$ cat src/rtl/sptb_pkg.sv
`default_nettype none

package sptb_pkg;

    // Defaults for the top-level parameters.
    localparam int NUM_SLOTS_DEF   = 16;
    localparam int PERIOD_BITS_DEF = 32;

    // Field widths of the command and result beats.
    localparam int CMD_W      = 2;
    localparam int TICK_W     = 20;
    localparam int SLOT_W     = 4;
    localparam int INTERVAL_W = 32;
    localparam int MASK_W     = 16;
    localparam int TOTAL_W    = 64;

    // Speed is unsigned Q8.
    localparam int SPEED_W    = 12;
    localparam int SPEED_FRAC = 8;
    localparam int STEP_W     = TICK_W + SPEED_W - SPEED_FRAC;

    // Configuration port.
    localparam int CFG_IDX_W  = 2;
    localparam int CFG_DATA_W = 12;

    localparam logic [CFG_IDX_W-1:0] CFG_SPEED  = 2'd0;
    localparam logic [CFG_IDX_W-1:0] CFG_PAUSED = 2'd1;

    localparam logic [SPEED_W-1:0] SPEED_MIN   = 12'd26;
    localparam logic [SPEED_W-1:0] SPEED_MAX   = 12'd2560;
    localparam logic [SPEED_W-1:0] SPEED_RESET = 12'd256;

    // Command codes.
    localparam logic [CMD_W-1:0] CMD_TICK     = 2'd0;
    localparam logic [CMD_W-1:0] CMD_REGISTER = 2'd1;
    localparam logic [CMD_W-1:0] CMD_REMOVE   = 2'd2;

    typedef logic [TOTAL_W-1:0] total_t;
    typedef logic [MASK_W-1:0]  mask_t;

endpackage

`default_nettype wire

$ cat src/rtl/sptb_slot_ram.sv
`default_nettype none

// Simple dual-port slot memory: one write port, one read port with
// registered read data.
module sptb_slot_ram #(
    parameter int DEPTH = 16,
    parameter int WIDTH = 65,
    parameter int AW    = (DEPTH > 1) ? $clog2(DEPTH) : 1
) (
    input  wire logic             clk,
    input  wire logic             we,
    input  wire logic [AW-1:0]    waddr,
    input  wire logic [WIDTH-1:0] wdata,
    input  wire logic [AW-1:0]    raddr,
    output logic      [WIDTH-1:0] rdata
);

    logic [WIDTH-1:0] mem [DEPTH];

    always_ff @(posedge clk)
    begin
        if (we)
        begin
            mem[waddr] <= wdata;
        end
        rdata <= mem[raddr];
    end

endmodule

`default_nettype wire

$ cat src/rtl/scaled_periodic_timer_bank_top.sv
`default_nettype none

// Bank of NUM_SLOTS periodic timer slots in two classes, real-time and game-time,
// driven by a stream of command beats (tick, register slot, remove slot), each of
// which returns exactly one result beat carrying the fired mask, both time totals
// and a status bit. Slot periods and counts live in a single slot memory with one
// write and one registered read port; the valid and class bits of the slots sit in
// flip-flops so that a register or remove finishes in the cycle it is accepted.
// A tick passes through a scale state for the speed multiply, then a three-stage
// read, add and saturate, compare and write-back pipeline that walks the slot
// memory one slot per cycle, then a finish state that hands the result to the
// output register once that register is free. A register, remove or unused
// command goes straight from acceptance to the finish state. The next command
// is taken once the finish state has handed its result on. The block works
// on one command at a time; a new command is taken while an earlier
// result still waits in the output register. Configuration writes are always
// ready and should only be issued while no command is in flight.
module scaled_periodic_timer_bank_top #(
    parameter int NUM_SLOTS   = sptb_pkg::NUM_SLOTS_DEF,
    parameter int PERIOD_BITS = sptb_pkg::PERIOD_BITS_DEF
) (
    input  wire logic                            clk,
    input  wire logic                            rst_n,

    input  wire logic                            in_valid,
    output logic                                 in_stall,
    input  wire logic [sptb_pkg::CMD_W-1:0]      cmd,
    input  wire logic [sptb_pkg::TICK_W-1:0]     tick_us,
    input  wire logic [sptb_pkg::SLOT_W-1:0]     slot,
    input  wire logic [sptb_pkg::INTERVAL_W-1:0] interval_us,
    input  wire logic                            realtime_req,

    output logic                                 out_valid,
    input  wire logic                            out_stall,
    output logic      [sptb_pkg::MASK_W-1:0]     fired_mask,
    output logic      [sptb_pkg::TOTAL_W-1:0]    game_time_us,
    output logic      [sptb_pkg::TOTAL_W-1:0]    real_time_us,
    output logic                                 status,

    input  wire logic                            cfg_valid,
    output logic                                 cfg_ready,
    input  wire logic [sptb_pkg::CFG_IDX_W-1:0]  cfg_index,
    input  wire logic [sptb_pkg::CFG_DATA_W-1:0] cfg_data
);

    import sptb_pkg::*;

    localparam int AW      = (NUM_SLOTS > 1) ? $clog2(NUM_SLOTS) : 1;
    localparam int CNT_W   = $clog2(NUM_SLOTS + 2);
    localparam int CW      = PERIOD_BITS + 1;
    localparam int SUM_W   = ((CW > STEP_W) ? CW : STEP_W) + 1;
    localparam int ENTRY_W = PERIOD_BITS + CW;
    localparam int PROD_W  = TICK_W + SPEED_W;

    localparam logic [CNT_W-1:0] SLOTS_CNT = CNT_W'(NUM_SLOTS);
    localparam logic [CNT_W-1:0] LAST_CNT  = CNT_W'(NUM_SLOTS + 1);

    localparam logic [1:0] ST_IDLE   = 2'd0;
    localparam logic [1:0] ST_SCALE  = 2'd1;
    localparam logic [1:0] ST_SWEEP  = 2'd2;
    localparam logic [1:0] ST_FINISH = 2'd3;

    // Clamp a speed write into the 0.1 to 10 range.
    function automatic logic [SPEED_W-1:0] sat_speed(input logic [CFG_DATA_W-1:0] v);
        logic [SPEED_W-1:0] r;
        r = SPEED_W'(v);
        if (r < SPEED_MIN)
        begin
            r = SPEED_MIN;
        end
        else if (r > SPEED_MAX)
        begin
            r = SPEED_MAX;
        end
        return r;
    endfunction

    logic [1:0]           state_reg;
    logic [1:0]           state_next;
    logic [SPEED_W-1:0]   speed_reg;
    logic                 paused_reg;
    logic [NUM_SLOTS-1:0] valid_reg;
    logic [NUM_SLOTS-1:0] rt_reg;
    logic [TICK_W-1:0]    tick_reg;
    logic [STEP_W-1:0]    scaled_reg;
    total_t               game_total_reg;
    total_t               real_total_reg;
    logic [CNT_W-1:0]     cnt_reg;

    // Sweep pipeline: stage 1 holds the slot whose memory word is arriving,
    // stage 2 holds the saturated count waiting for compare and write-back.
    logic                 p1_vld_reg;
    logic [AW-1:0]        p1_idx_reg;
    logic                 p2_vld_reg;
    logic [AW-1:0]        p2_idx_reg;
    logic [CW-1:0]        p2_cnt_reg;
    logic [PERIOD_BITS-1:0] p2_per_reg;

    mask_t                mask_reg;
    logic                 status_reg;
    logic                 out_valid_reg;
    mask_t                out_mask_reg;
    total_t               out_game_reg;
    total_t               out_real_reg;
    logic                 out_status_reg;

    logic                 in_accept;
    logic                 slot_in_range;
    logic [AW-1:0]        slot_addr;
    logic                 slot_used;
    logic                 reg_ok;
    logic                 rm_hit;
    logic                 rd_go;
    logic                 out_free;
    logic [PROD_W-1:0]    product;

    logic [ENTRY_W-1:0]   ram_rdata;
    logic [PERIOD_BITS-1:0] rd_per;
    logic [CW-1:0]        rd_cnt;
    logic                 slot_rt;
    logic                 active;
    logic [STEP_W-1:0]    step;
    logic [SUM_W-1:0]     sum;
    logic [CW-1:0]        sat_cnt;
    logic                 fire;
    logic [CW-1:0]        new_cnt;

    logic                 ram_we;
    logic [AW-1:0]        ram_waddr;
    logic [ENTRY_W-1:0]   ram_wdata;

    // Command side.
    assign in_stall      = (state_reg != ST_IDLE);
    assign in_accept     = in_valid && (state_reg == ST_IDLE);
    assign slot_in_range = (32'(slot) < NUM_SLOTS);
    assign slot_addr     = AW'(slot);
    assign slot_used     = slot_in_range && valid_reg[slot_addr];
    assign reg_ok        = in_accept && (cmd == CMD_REGISTER) && slot_in_range
                           && !valid_reg[slot_addr];
    assign rm_hit        = in_accept && (cmd == CMD_REMOVE) && slot_in_range;
    assign out_free      = !out_valid_reg || !out_stall;

    assign cfg_ready = 1'b1;

    // Speed multiply, 20 x 12 bits, used in the scale cycle.
    assign product = PROD_W'(tick_reg) * PROD_W'(speed_reg);

    // Sweep stage 0: issue the read of the next slot.
    assign rd_go = (state_reg == ST_SWEEP) && (cnt_reg < SLOTS_CNT);

    // Sweep stage 1: add the step and saturate the count.
    assign rd_per  = ram_rdata[ENTRY_W-1:CW];
    assign rd_cnt  = ram_rdata[CW-1:0];
    assign slot_rt = rt_reg[p1_idx_reg];
    assign active  = p1_vld_reg && valid_reg[p1_idx_reg] && (slot_rt || !paused_reg);
    assign step    = slot_rt ? STEP_W'(tick_reg) : scaled_reg;
    assign sum     = SUM_W'(rd_cnt) + SUM_W'(step);
    assign sat_cnt = (|sum[SUM_W-1:CW]) ? {CW{1'b1}} : sum[CW-1:0];

    // Sweep stage 2: compare against the period and subtract once.
    assign fire    = p2_cnt_reg > CW'(p2_per_reg);
    assign new_cnt = fire ? (p2_cnt_reg - CW'(p2_per_reg)) : p2_cnt_reg;

    // The sweep write-back and a register command never share a cycle.
    always_comb
    begin
        if (p2_vld_reg)
        begin
            ram_we    = 1'b1;
            ram_waddr = p2_idx_reg;
            ram_wdata = {p2_per_reg, new_cnt};
        end
        else
        begin
            ram_we    = reg_ok;
            ram_waddr = slot_addr;
            ram_wdata = {PERIOD_BITS'(interval_us), CW'(0)};
        end
    end

    sptb_slot_ram #(
        .DEPTH (NUM_SLOTS),
        .WIDTH (ENTRY_W),
        .AW    (AW)
    ) u_slot_ram (
        .clk   (clk),
        .we    (ram_we),
        .waddr (ram_waddr),
        .wdata (ram_wdata),
        .raddr (rd_go ? cnt_reg[AW-1:0] : AW'(0)),
        .rdata (ram_rdata)
    );

    always_comb
    begin
        state_next = state_reg;
        unique case (state_reg)
            ST_IDLE:
            begin
                if (in_accept)
                begin
                    state_next = (cmd == CMD_TICK) ? ST_SCALE : ST_FINISH;
                end
            end
            ST_SCALE:
            begin
                state_next = ST_SWEEP;
            end
            ST_SWEEP:
            begin
                if (cnt_reg == LAST_CNT)
                begin
                    state_next = ST_FINISH;
                end
            end
            ST_FINISH:
            begin
                if (out_free)
                begin
                    state_next = ST_IDLE;
                end
            end
            default:
            begin
                state_next = ST_IDLE;
            end
        endcase
    end

    // Control state, slot flags, totals and configuration.
    always_ff @(posedge clk or negedge rst_n)
    begin
        if (!rst_n)
        begin
            state_reg      <= ST_IDLE;
            speed_reg      <= SPEED_RESET;
            paused_reg     <= 1'b0;
            valid_reg      <= '0;
            rt_reg         <= '0;
            game_total_reg <= '0;
            real_total_reg <= '0;
            cnt_reg        <= '0;
            p1_vld_reg     <= 1'b0;
            p2_vld_reg     <= 1'b0;
            out_valid_reg  <= 1'b0;
        end
        else
        begin
            state_reg  <= state_next;
            p1_vld_reg <= rd_go;
            p2_vld_reg <= active;

            if (cfg_valid)
            begin
                unique case (cfg_index)
                    CFG_SPEED:  speed_reg  <= sat_speed(cfg_data);
                    CFG_PAUSED: paused_reg <= cfg_data[0];
                    default:    ;
                endcase
            end

            if (reg_ok)
            begin
                valid_reg[slot_addr] <= 1'b1;
                rt_reg[slot_addr]    <= realtime_req;
            end
            if (rm_hit)
            begin
                valid_reg[slot_addr] <= 1'b0;
            end

            if (state_reg == ST_SCALE)
            begin
                real_total_reg <= real_total_reg + TOTAL_W'(tick_reg);
            end

            if (state_reg == ST_SWEEP)
            begin
                cnt_reg <= cnt_reg + 1'b1;
                // The scaled step is ready from the first sweep cycle on.
                if ((cnt_reg == '0) && !paused_reg)
                begin
                    game_total_reg <= game_total_reg + TOTAL_W'(scaled_reg);
                end
            end
            else
            begin
                cnt_reg <= '0;
            end

            if ((state_reg == ST_FINISH) && out_free)
            begin
                out_valid_reg <= 1'b1;
            end
            else if (!out_stall)
            begin
                out_valid_reg <= 1'b0;
            end
        end
    end

    // Payload registers.
    always_ff @(posedge clk)
    begin
        if (in_accept)
        begin
            tick_reg   <= tick_us;
            mask_reg   <= '0;
            status_reg <= (cmd == CMD_REGISTER) && (!slot_in_range || slot_used);
        end
        else if (p2_vld_reg && fire)
        begin
            mask_reg <= mask_reg | (MASK_W'(1) << p2_idx_reg);
        end

        if (state_reg == ST_SCALE)
        begin
            scaled_reg <= product[PROD_W-1:SPEED_FRAC];
        end

        p1_idx_reg <= cnt_reg[AW-1:0];
        p2_idx_reg <= p1_idx_reg;
        p2_cnt_reg <= sat_cnt;
        p2_per_reg <= rd_per;

        if ((state_reg == ST_FINISH) && out_free)
        begin
            out_mask_reg   <= mask_reg;
            out_game_reg   <= game_total_reg;
            out_real_reg   <= real_total_reg;
            out_status_reg <= status_reg;
        end
    end

    assign out_valid    = out_valid_reg;
    assign fired_mask   = out_mask_reg;
    assign game_time_us = out_game_reg;
    assign real_time_us = out_real_reg;
    assign status       = out_status_reg;

endmodule

`default_nettype wire

$ cat config.mk
export PLATFORM = sky130hd
export DESIGN_NAME = scaled_periodic_timer_bank_top
export DESIGN_NICKNAME = d
export VERILOG_FILES = /design/src/rtl/sptb_pkg.sv /design/src/rtl/sptb_slot_ram.sv /design/src/rtl/scaled_periodic_timer_bank_top.sv
export SDC_FILE = /design/constraint.sdc
export NUM_CORES = 2
export LEC_CHECK = 0
export BUFFER_PORTS_ARGS = -buffer_cell sky130_fd_sc_hd__buf_2
export CORE_MARGIN = 2
export CORE_UTILIZATION = 51
export DETAILED_ROUTE_END_ITERATION = 6
export PLACE_DENSITY_LB_ADDON = 0.05
export SKIP_LAST_GASP = 1
export SYNTH_ARGS = -nofsm -noshare
export SYNTH_HDL_FRONTEND = slang
export SYNTH_SLANG_ARGS = --single-unit
$ cat constraint.sdc
create_clock -name clk -period 17 [get_ports clk]
set_clock_uncertainty 0.15 [all_clocks]
set_input_delay 1.7 -clock clk [delete_from_list [all_inputs] [get_ports clk]]
set_output_delay 1.7 -clock clk [all_outputs]
set_load 0.02 [all_outputs]
### Yosys cells after proc, flatten, opt, wreduce, memory -nomap -nowiden

Memories as Yosys holds them, arrays and structs flattened. A register that Yosys moved wholly into a read port is not among the register bits.
Cells that the tools add are included.

* flip-flop bits (word level): 462
* bits in writable memories: 1040
* bits of input ports: 78
* output and inout bits: 148
* word-level logic and storage cells: 109
* memories kept: 1

Memories
* u_slot_ram.mem: words 16, bits a word 65, rd ports 1, clocked after memory_dff 1, wr ports 1, line sptb_slot_ram.sv:18 `logic [WIDTH-1:0] mem [DEPTH];`

* $add $sub $neg: 5
* $mul: 1
* magnitude comparators: 7
* eq/ne operators: 11
* shifts and indexed selects: 1
* muxes and demuxes: 29
* bitwise operators: 4
* reductions and logical operators: 27

Operators by type and width (number)
* $mux 65: 1
* $add 64x20->64: 1
* $add 64x24->64: 1
* $add 33x24->34: 1
* $gt 33x32->1: 1
* $mux 33: 1
* $sub 33x32->33: 1
* $mul 20x12->32: 1
* $mux 16: 2
* $or 16x16->16: 2
* $mux 12: 2
* $mux 24: 1
* $and 16x16->16: 1
* $bwmux 16: 1
* $not 16->16: 1
* $shl 1x4->16 const A: 1
* $bmux 1 s4: 3
* $gt 12x12->1 const B: 1
* $logic_and 1x1->1: 12
* $lt 12x5->1 const B: 1
* $lt 4x5->1 const B: 2
* $mux 1: 9
* $mux 2: 4
* $mux 4: 2
* 18 further kinds: 32

### Logic depth before layout (Yosys ltp)

* word-level depth: 8
* depth in mapped cells: 22
* mapped depth without buffers: 21

### Hierarchy

From an unflattened synthesis, not the netlist that was laid out.

* cells, all modules: 4569
* area, all modules: 70047.2 um^2

Modules (own cells, without submodules)
* sptb_slot_ram: times used 1, cells an instance 1673, area an instance 40243.6 um^2, sequential area each 32531.2 um^2
* scaled_periodic_timer_bank_top: times used 1, cells an instance 2896, area an instance 29803.6 um^2, sequential area each 12067.8 um^2

### Worst setup path after synthesis

OpenSTA, ideal clock, no wires.

* path kind: input port to flip-flop
* start: input out_stall
* end: register out_mask_reg[0], in the netlist fired_mask[0], enable pin
* setup time: 0.869 ns
* arrival: 12.170 ns
* required time: 15.981 ns
* slack: 3.811 ns
* cell stages on the path: 1
* cells stage by stage: a21boi_0

* longest elaborated chain between the ends: 3

RTL lines
* start: declaration: line scaled_periodic_timer_bank_top.sv:34 `input wire logic out_stall,`
* $logic_not 1->1
* $logic_or 1x1->1: line scaled_periodic_timer_bank_top.sv:141 `assign out_free = !out_valid_reg || !out_stall;`
* $logic_and 1x1->1: line scaled_periodic_timer_bank_top.sv:326 `if ((state_reg == ST_FINISH) && out_free)`
* end signal: assignment: line scaled_periodic_timer_bank_top.sv:328 `out_mask_reg <= mask_reg;`
* end: declaration: line scaled_periodic_timer_bank_top.sv:102 `mask_t out_mask_reg;`

No other way between the ends.
A chain may end at the register's enable or synchronous reset.

### Final worst setup path

* start: register speed_reg[6]
* end: register scaled_reg[23] (data pin)

* longest elaborated chain between the ends: 1

RTL lines
* start: declaration: line scaled_periodic_timer_bank_top.sv:80 `logic [SPEED_W-1:0] speed_reg;`
* start signal: assignment: line scaled_periodic_timer_bank_top.sv:256 `CFG_SPEED: speed_reg <= sat_speed(cfg_data);`
* $mul 20x12->32: line scaled_periodic_timer_bank_top.sv:146 `assign product = PROD_W'(tick_reg) * PROD_W'(speed_reg);`
* named net product[31]: line scaled_periodic_timer_bank_top.sv:115 `logic [PROD_W-1:0] product;`
* end signal: assignment: line scaled_periodic_timer_bank_top.sv:318 `scaled_reg <= product[PROD_W-1:SPEED_FRAC];`
* end: declaration: line scaled_periodic_timer_bank_top.sv:85 `logic [STEP_W-1:0] scaled_reg;`

The timed path passes the listed nets, and every way through them passes these cells.

==> run metrics <==
Avg WL per Cell=24.5 um; most frequent cell after synthesis=edfxtp_1; crit path buf inv count=3; largest net degree at the start of global routing=134; CP Cell Sequence=nand2_1 -> fa_1 -> inv_1 -> fa_1 -> fa_1 -> fa_1 -> inv_1 -> fa_1 -> inv_1 -> ha_1 -> a21oi_1 -> o21ai_0 -> o2bb2ai_1 -> or2_2 -> and4_1 -> o41ai_2 -> o2111ai_1 -> a21oi_1 -> xnor2_1; crit path time final=6.64 ns; first-pass GRT wire length=273,000 um; Yosys top cell area share=51.7%; Crit path required time=17.38 ns; hold buffers post-CTS=0; Clock Latency Late Sink=0.80 ns; outcome=finished, final reports clean; element type at the critical path end=flip-flop; Vias/cell=5.74; Post-Syn Instances=5,207; Most used DFF post-synth=edfxtp_1; DR DRC count=0; Routed Antenna Nets=0; placed cell areas=0.0747 sq mm; DR pass1 iterations=7; DIE WIDTH=378 um; Pwr Density=172 mW/mm^2; # setup viols final=0; clock tree buffer depth=3; Worst-path clk slew=0.06 ns; CP max stage cell=dfrtp_1; share of the yosys chip area belonging to registers=62.4%; Max VDD drop=0.149 mV; Slew @ Worst Pin=1.18 ns; fin worst setup slack=10.36 ns; RSZ-0062 raised after global routing=no; Crit path top cell by count=fa_1; f_max=151 MHz; DIE HEIGHT=378 um; number of core rows=137; Port Buffer Count=224; Hold Fails Final Rpt=0; mux cell area share after synthesis=7.89%; layout cell share with drive strength beyond 1=13.9%; max reg flops=1,040; dpl ws=10.38 ns; Synth Net Count=5,642; Hold Crit Class=flip-flop to flip-flop; Num CTS Buffers=165; post-synthesis simple-gate area fraction=8.39%; starting density of the core=51.3%; Compound-Gate Fraction of Synth Area=7.88%; Hold Startpoint=u_slot_ram.rdata[53]$_DFF_P_; CP max FO=21; clk sinks=1,567; fin nets=5,844; vias in the first global route=42,200; root buffer cell=clkbuf_16; Core ar.=0.139 sq mm; fin util=57.5%; largest register by flop count=u_slot_ram.mem; Slew Viols, Final=0; top cells by count, synth=1,230 x edfxtp_1, 600 x nand2_1, 282 x mux2i_1; post-route insts no fill=7,431; final setup TNS=0 ns; main area contributors after synthesis=edfxtp_1 52%, dfrtp_1 6.4%, fa_1 5.1%; Max-cap violations=0; FF+latch count, synth=1,567; Detailed Route Iter0 Violations=3,366; Netlist Area Pre-Place=0.0715 sq mm; post-placement cell count=7,118; Final Cell Area=0.0801 sq mm; Yosys cell types=99; initial antenna violation count=6; Final period util=39.1%; Tot GR Track Use=25.7%; leakage=31.5 nW; Crit Path Class=flip-flop to flip-flop; start point of the critical path=speed_reg[6]$_DFFE_PN0P_; Reg-to-Reg Start=speed_reg[6]$_DFFE_PN0P_; grt total ovfl=0; post-cts repair resize count=0; Yosys top cell by area=edfxtp_1; Final HPWL DP=109,000 um; area grow syn2layout=12.1%; CP arrival=7.02 ns; post-synthesis xor/xnor area fraction=2.39%; Mean Syn Cell Area=13.7 sq um; CP peak stage delay=0.90 ns; number of I/O pins=226; gpl congestion=0.884; Synth Area in Adders=8.17%; total routed wirelength=182,000 um; top flop regs=u_slot_ram.mem: 1040 flops, u_slot_ram.rdata: 65 flops; Die ar.=0.143 sq mm; CP delay by family, top=adder cells; Yosys warning count=0; main combinational cell family by area after synthesis=simple AND/OR/NAND/NOR gates; CTS H-tree depth=4; via count=42,700; Post-synth EDFFs=1,230; Rel. slew slack=21.6%; asr flop ratio synth=11.7%; CP Launch Type=flip-flop; CTS tree=built; Post-CTS Setup Bufs=0
cell type report:
| cell class | instances | area, sq um |
|---|---|---|
| Inverter | 275 | 1040 |
| Antenna cell | 2 | 5.00 |
| Sequential cell | 1567 | 44600 |
| Fill cell | 11200 | 59300 |
| Timing Repair Buffer | 294 | 1680 |
| Clock buffer | 243 | 4660 |
| Clock inverter | 68 | 773 |
| Multi-Input combinational cell | 3106 | 25000 |
| Tap cell | 1876 | 2350 |
worst paths after layout:
kind / cells after the start / slack [ns] / end
worst max-delay path: 19 / 10.36 / scaled_reg[23]$_DFFE_PN_
min in group asynchronous: 1 / 0.78 / speed_reg[1]$_DFFE_PN0P_
worst min register to register: 0 / 0.17 / p2_per_reg[20]$_DFF_P_
worst min-delay path: 0 / 0.17 / p2_per_reg[20]$_DFF_P_
worst max register to register: 19 / 10.36 / scaled_reg[23]$_DFFE_PN_
max in group asynchronous: 3 / 13.98 / game_total_reg[40]$_DFFE_PN0P_
stage by stage:
step	hold WS (ns)	power (mW)
floorplan	0.160	8.81
CTS	0.175	13.9
detailed placement	0.162	10.3
global placement	0.160	10.3
finish	0.172	13.8
global route	0.179	14.7
kinds of logic (layout without fill, tap and decap cells):
group | count (synthesis) | in the layout
other | 1 | 3
AOI/OAI and AO/OA | 827 | 827
DFF | 1567 | 1567
muxes | 452 | 452
xor gates and xnor gates | 195 | 195
buffers and inverters | 534 | 880
and+or+nand+nor | 1274 | 1274
adders and majority gates | 357 | 357
cells in the final DEF, fill, tap and decap left out, types with 92 or more instances in the layout:
| cell type | netlist | final |
|---|---|---|
| edfxtp_1 | 1230 | 1230 |
| nand2_1 | 600 | 596 |
| mux2i_1 | 282 | 282 |
| inv_1 | 274 | 274 |
| buf_2 | 22 | 223 |
| a211oi_1 | 210 | 210 |
| and2_1 | 206 | 204 |
| a21oi_1 | 185 | 185 |
| fa_1 | 183 | 183 |
| dfrtp_1 | 182 | 180 |
| nor2_1 | 192 | 175 |
| ha_1 | 174 | 173 |
| clkbuf_16 | 0 | 166 |
| dfxtp_1 | 154 | 154 |
| xor2_1 | 103 | 103 |
| xnor2_1 | 92 | 92 |
per-layer routing:
layer	track usage (%)	up-vias	wire, um
li1	-	19500	-
met1	35.8	21700	79700
met2	42.6	1273	88600
met3	3.54	247	9980
met4	6.51	2	4020
met5	0	-	13
power by group:
part / internal, mW / total, mW / switching (mW)
combinational: 2.07 / 5.21 / 3.13
clock: 2.05 / 3.58 / 1.53
sequential: 4.69 / 5.02 / 0.332
total: 8.81 / 13.8 / 4.99
No activity file was read; power rests on OpenSTA's default activity.
